<file path="config.mk">
export PLATFORM = sky130hd
export DESIGN_NAME = ppu_ctrl
export DESIGN_NICKNAME = d
export VERILOG_FILES = /design/src/sv/ppu_pkg.sv /design/src/sv/ppu_ctrl.sv
export SDC_FILE = /design/constraint.sdc
export NUM_CORES = 1
export LEC_CHECK = 0
export BUFFER_PORTS_ARGS = -buffer_cell sky130_fd_sc_hd__buf_2
export CORE_AREA = 2 2 45 47
export CTS_BUF_LIST = sky130_fd_sc_hd__clkbuf_4 sky130_fd_sc_hd__clkbuf_8
export DETAILED_ROUTE_END_ITERATION = 10
export DIE_AREA = 0 0 47 49
export GPL_ROUTABILITY_DRIVEN = 0
export PLACE_DENSITY = 0.46
export SLEW_MARGIN = 10
export SYNTH_ARGS = -nofsm -noshare
export SYNTH_HDL_FRONTEND = slang
export SYNTH_SLANG_ARGS = --single-unit
</file>
<file path="constraint.sdc">
create_clock -name clk -period 2.65 [get_ports clk]
set_input_delay 0.1325 -clock clk [delete_from_list [all_inputs] [get_ports clk]]
set_output_delay 0.1325 -clock clk [all_outputs]
set_load 0.005 [all_outputs]
</file>
<file path="src/sv/ppu_pkg.sv">
// ----------------------------------------------------------------------------
// ppu_pkg
// Shared types and constants for the particle pool update unit.
// ----------------------------------------------------------------------------
package ppu_pkg;

  localparam logic [1:0] KIND_ACK   = 2'd0;
  localparam logic [1:0] KIND_DRAW  = 2'd1;
  localparam logic [1:0] KIND_FRAME = 2'd2;

  localparam logic [2:0] REG_GRAVITY_X  = 3'd0;
  localparam logic [2:0] REG_GRAVITY_Y  = 3'd1;
  localparam logic [2:0] REG_DRAG       = 3'd2;
  localparam logic [2:0] REG_LIFETIME   = 3'd3;
  localparam logic [2:0] REG_START_COL  = 3'd4;
  localparam logic [2:0] REG_END_COL    = 3'd5;
  localparam logic [2:0] REG_SCALE_TGT  = 3'd6;
  localparam logic [2:0] REG_SCALE_EN   = 3'd7;

  localparam int DIV_STEPS = 50;  // quotient bits of the lerp divider

  typedef enum logic [3:0] {
    ST_IDLE,
    ST_SPAWN,
    ST_READ,
    ST_VEL,
    ST_DRAG,
    ST_POS,
    ST_DIV,
    ST_EMIT,
    ST_NEXT,
    ST_DONE
  } ppu_state_t;

  typedef struct packed {
    logic spawn_wr;     // commit spawn into the slot chosen
    logic rd;           // read slot at walk index
    logic vel;          // add gravity
    logic drag;         // multiply by drag
    logic pos;          // integrate, latch lerp operands
    logic div_start;    // launch divider
    logic emit_draw;    // load draw record
    logic emit_ack;     // load spawn record
    logic emit_frame;   // load frame-done record
    logic retire;       // clear live bit
    logic walk_clr;     // reset walk index
    logic walk_inc;     // step walk index
    logic frame_end;    // rebuild free map, bump frame counter
  } ppu_cmd_t;

  typedef struct packed {
    logic walk_done;    // walk index reached used count
    logic slot_live;
    logic slot_expired;
    logic div_busy;
  } ppu_sts_t;

  function automatic logic signed [31:0] sat32(input logic signed [65:0] x);
    if (x > 66'sd2147483647) return 32'sh7fffffff;
    if (x < -66'sd2147483648) return 32'sh80000000;
    return x[31:0];
  endfunction

endpackage

</file>
<file path="src/sv/ppu_ctrl.sv">
// ----------------------------------------------------------------------------
// ppu_ctrl
// Sequencer for spawn and tick transactions.
// ----------------------------------------------------------------------------
module ppu_ctrl
  import ppu_pkg::*;
(
  input  logic     clk,
  input  logic     rst,
  input  logic     in_go,
  input  logic     in_func,
  input  logic     out_free,
  input  ppu_sts_t sts,
  output logic     busy,
  output ppu_cmd_t cmd
);

  ppu_state_t state, state_next;

  always_ff @(posedge clk) begin
    if (rst) state <= ST_IDLE;
    else     state <= state_next;
  end

  always_comb begin
    state_next = state;
    case (state)
      ST_IDLE:  if (in_go) state_next = in_func ? ST_READ : ST_SPAWN;
      ST_SPAWN: if (out_free) state_next = ST_IDLE;
      ST_READ: begin
        if (sts.walk_done) state_next = ST_DONE;
        else state_next = ST_VEL;
      end
      ST_VEL: begin
        if (!sts.slot_live || sts.slot_expired) state_next = ST_NEXT;
        else state_next = ST_DRAG;
      end
      ST_DRAG:  state_next = ST_POS;
      ST_POS:   state_next = ST_DIV;
      ST_DIV:   if (!sts.div_busy) state_next = ST_EMIT;
      ST_EMIT:  if (out_free) state_next = ST_NEXT;
      ST_NEXT:  state_next = ST_READ;
      ST_DONE:  if (out_free) state_next = ST_IDLE;
      default:  state_next = ST_IDLE;
    endcase
  end

  always_comb begin
    cmd = '0;
    busy = (state != ST_IDLE);
    case (state)
      ST_IDLE:  cmd.walk_clr = 1'b1;
      ST_SPAWN: begin
        cmd.emit_ack = out_free;
        cmd.spawn_wr = out_free;
      end
      ST_READ:  cmd.rd = 1'b1;
      ST_VEL: begin
        cmd.vel = 1'b1;
        cmd.retire = sts.slot_live && sts.slot_expired;
      end
      ST_DRAG:  cmd.drag = 1'b1;
      ST_POS: begin
        cmd.pos = 1'b1;
        cmd.div_start = 1'b1;
      end
      ST_EMIT:  cmd.emit_draw = out_free;
      ST_NEXT:  cmd.walk_inc = 1'b1;
      ST_DONE: begin
        cmd.emit_frame = out_free;
        cmd.frame_end = out_free;
      end
      default: ;
    endcase
  end

endmodule

</file>
==> flow_summary_export.csv <==
group,metric,value,unit
synthesis,yosysWarnings,0,
sta,fmax,577,MHz
clock_network,h-tree-depth,1,
clock_network,holdBufCountCts,0,
cells_and_area,mostFrequentLayoutCell,"buf_2",
critical_path,path_buf_inv,0,
clock_network,clock-sinks,4,
pwr,p_sw_share,45.3,%
cells_and_area,fillCellCount,222,
sta,rsz0062_at_grt,"no",
critical_path,r2r-end,"state[2]",
synthesis,synth_top_area_share,18.9,%
clock_network,cts_resized,0,
clock_network,cts_buffer_depth,2,
pwr,p_leak,0.253,nW
pwr,comb_power_share,52.5,%
sta,hold_violations,0,
synthesis,synth-simple-area-share,42.8,%
synthesis,synth_top_family_by_area,"simple AND/OR/NAND/NOR gates",
critical_path,worst-setup-path-type,"flip-flop to flip-flop",
place,port_buffers,22,
critical_path,crit_fanout,17,
place,placed_cells,103,
outcome,outcome,"completed",
global_routing,overflow,0,
sta,setup_violations,0,
drt,antenna_left,0,
drt,drt-pass1-iter-count,4,
floorplan,die_height,49,µm
sta,drv_slew,0,
pwr,power_density,934,nW/µm²
synthesis,ys_seq_area_share,18.9,%
synthesis,synth_fa_ha_area_share,0,%
place,dp_hpwl,831,µm
clock_network,clkTransAtPathRegs,40,ps
critical_path,crit_path_end_kind,"flip-flop",
hold_path,hold_depth,2,
clock_network,cts_tree,"yes",
critical_path,path_cells,"nor3_1 > o21a_1 > or4_1 > a21oi_1",
sta,skew,1.01,ps
place,post-place-ws,929,ps
pwr,power.switching,0.233,mW
pwr,peakVddDrop,0.292,mV
drt,via_per_inst,4.65,
synthesis,synthTopCellsByArea,"dfxtp_1 19%, nor3_1 8.3%, a21oi_1 5.9%",
pwr,fin_total_pwr,0.514,mW
pwr,internal-power,0.281,mW
global_routing,grt_usage,9.69,%
global_routing,grt_pass1_wl,1680,µm
cells_and_area,multi_input_area,297,µm²
synthesis,syn_nets,70,
floorplan,initial_core_util,23.0,%
synthesis,synth_cell_types,28,
synthesis,synth-compound-area-share,22.7,%
pwr,sequentialPowerShare,33.1,%
hold_path,hold_start,"rst",
critical_path,arrival,1890,ps
synthesis,synth_seq_cells,4,
critical_path,setup.worst_path.start_class,"flip-flop",
cells_and_area,fin_cells,106,
drt,drc,0,
sta,finalSetupTns,0,ps
sta,setup_slack,918,ps
clock_network,post-cts-setup-buffers,0,
cells_and_area,final_core_util,29.9,%
hold_path,hold_class,"primary input to flip-flop",
sta,post-route-min-period,1730,ps
floorplan,coreArea,1840,µm²
clock_network,worstSkewPairLatency,230,ps
cells_and_area,area_growth,29.8,%
critical_path,crit_path_max_incr_delay,630,ps
cells_and_area,regArea,80.1,µm²
global_routing,grt_max_degree,18,
floorplan,ios,23,
cells_and_area,diodes,0,
critical_path,rr_worst_depth,4,
cells_and_area,drive_gt1_share,34.2,%
cells_and_area,top_regs,"state (4)",
drt,wl,1110,µm
floorplan,die_w,47,µm
synthesis,synth_top_area_cell,"dfxtp_1",
critical_path,cpMaxStageDelayCell,"dfxtp_1",
cells_and_area,layout_common_cells,"22 x buf_2, 7 x nor3_1, 5 x a21oi_1, 4 x nand2b_1, 4 x dfxtp_1",
job,maxCapViolCount,0,
critical_path,critPathRequiredTime,2810,ps
global_routing,grt_pass1_vias,418,
floorplan,fp-row-count,16,
drt,drt-wirelength-per-cell,10.4,µm
drt,drt_iter0_drc,17,
drt,num_vias,493,
hold_path,whs_endpoint,"state[1]",
pwr,p_clk_share,14.4,%
synthesis,avgSynthCellArea,6.95,µm²
critical_path,reg2reg_from,"state[1]",
sta,slew_headroom,65.8,%
sta,worst_pin_slew,513,ps
cells_and_area,largest_reg_flops,4,
clock_network,cts_buffers,3,
synthesis,synth_area,424,µm²
clock_network,clock-root-buffer,"clkbuf_4",
sta,min_period_over_period,65.3,%
synthesis,synth-xor-area-share,2.06,%
cells_and_area,regMostFlops,"state",
floorplan,die-area,2300,µm²
synthesis,synthMuxAreaShare,2.36,%
cells_and_area,nets,90,
critical_path,reg2reg_slack,920,ps
critical_path,crit_family,"flip-flops",
global_routing,antenna_found_initial,0,
synthesis,syn_inst,61,
-- layout make-up --
cell class,count,area share (%)
repair buffers,22,20.0
multi-input cells,48,53.9
inverters,2,1.36
flip-flops and latches,4,14.5
well taps,27,6.14
clock buffers,3,4.09
-- cells in the mapped netlist --
library cell	count
a211o_1	1
dfxtp_1	4
or4_1	2
nor2_1	3
nor3b_1	2
o21a_1	1
nand3b_1	1
nor3_1	7
or2_2	2
inv_1	2
nand2_1	2
nand3_1	2
a21oi_1	5
o21ai_0	3
xnor2_1	1
mux2i_1	1
buf_4	3
o21bai_1	1
nor4_1	2
buf_2	2
nand2b_1	4
a211oi_1	1
a21o_1	1
and3_1	2
nor4b_1	2
clkbuf_1	2
a21boi_0	1
o32a_1	1
-- worst max path at each step --
stage / startpoint / end / cells past startpoint
3_3_place_gp: state[1] / state[2] / 4
6_report: state[1] / state[2] / 4
3_5_place_dp: state[1] / state[2] / 4
5_1_grt: state[1] / state[2] / 4
2_1_floorplan: state[1] / state[2] / 4
4_1_cts: state[1] / state[2] / 4
-- per-stage QoR --
stage | cell area (µm²) | hold WS, ps
global placement | 528 | 350
floorplan | 424 | 202
global route | 551 | 104
detailed placement | 528 | 347
finish | 551 | 103
CTS | 551 | 99.2
-- power groups by stage --
stage / Clock [mW] / Sequential [mW] / Combinational (mW)
2_1_floorplan: 0 / 0.110 / 0.245
3_3_place_gp: 0 / 0.168 / 0.273
3_5_place_dp: 0 / 0.170 / 0.272
4_1_cts: 0.0773 / 0.168 / 0.273
5_1_grt: 0.0797 / 0.186 / 0.307
6_report: 0.0739 / 0.170 / 0.270
-- kinds of logic after synthesis --
group / Yosys count
XOR/XNOR: 1
buffers and inverters: 9
AO/OA/AOI/OAI: 15
flip-flops: 4
AND/OR/NAND/NOR: 31
multiplexers: 1
-- routing by layer --
metal	track usage, %	wire length [µm]	share of wire [%]
met5	0	0	0
met1	12.8	493	45
met2	15.1	538	49
met3	1.48	74	6.7
met4	4.17	0	0
Note: power is estimated with default switching activity, not from simulation.
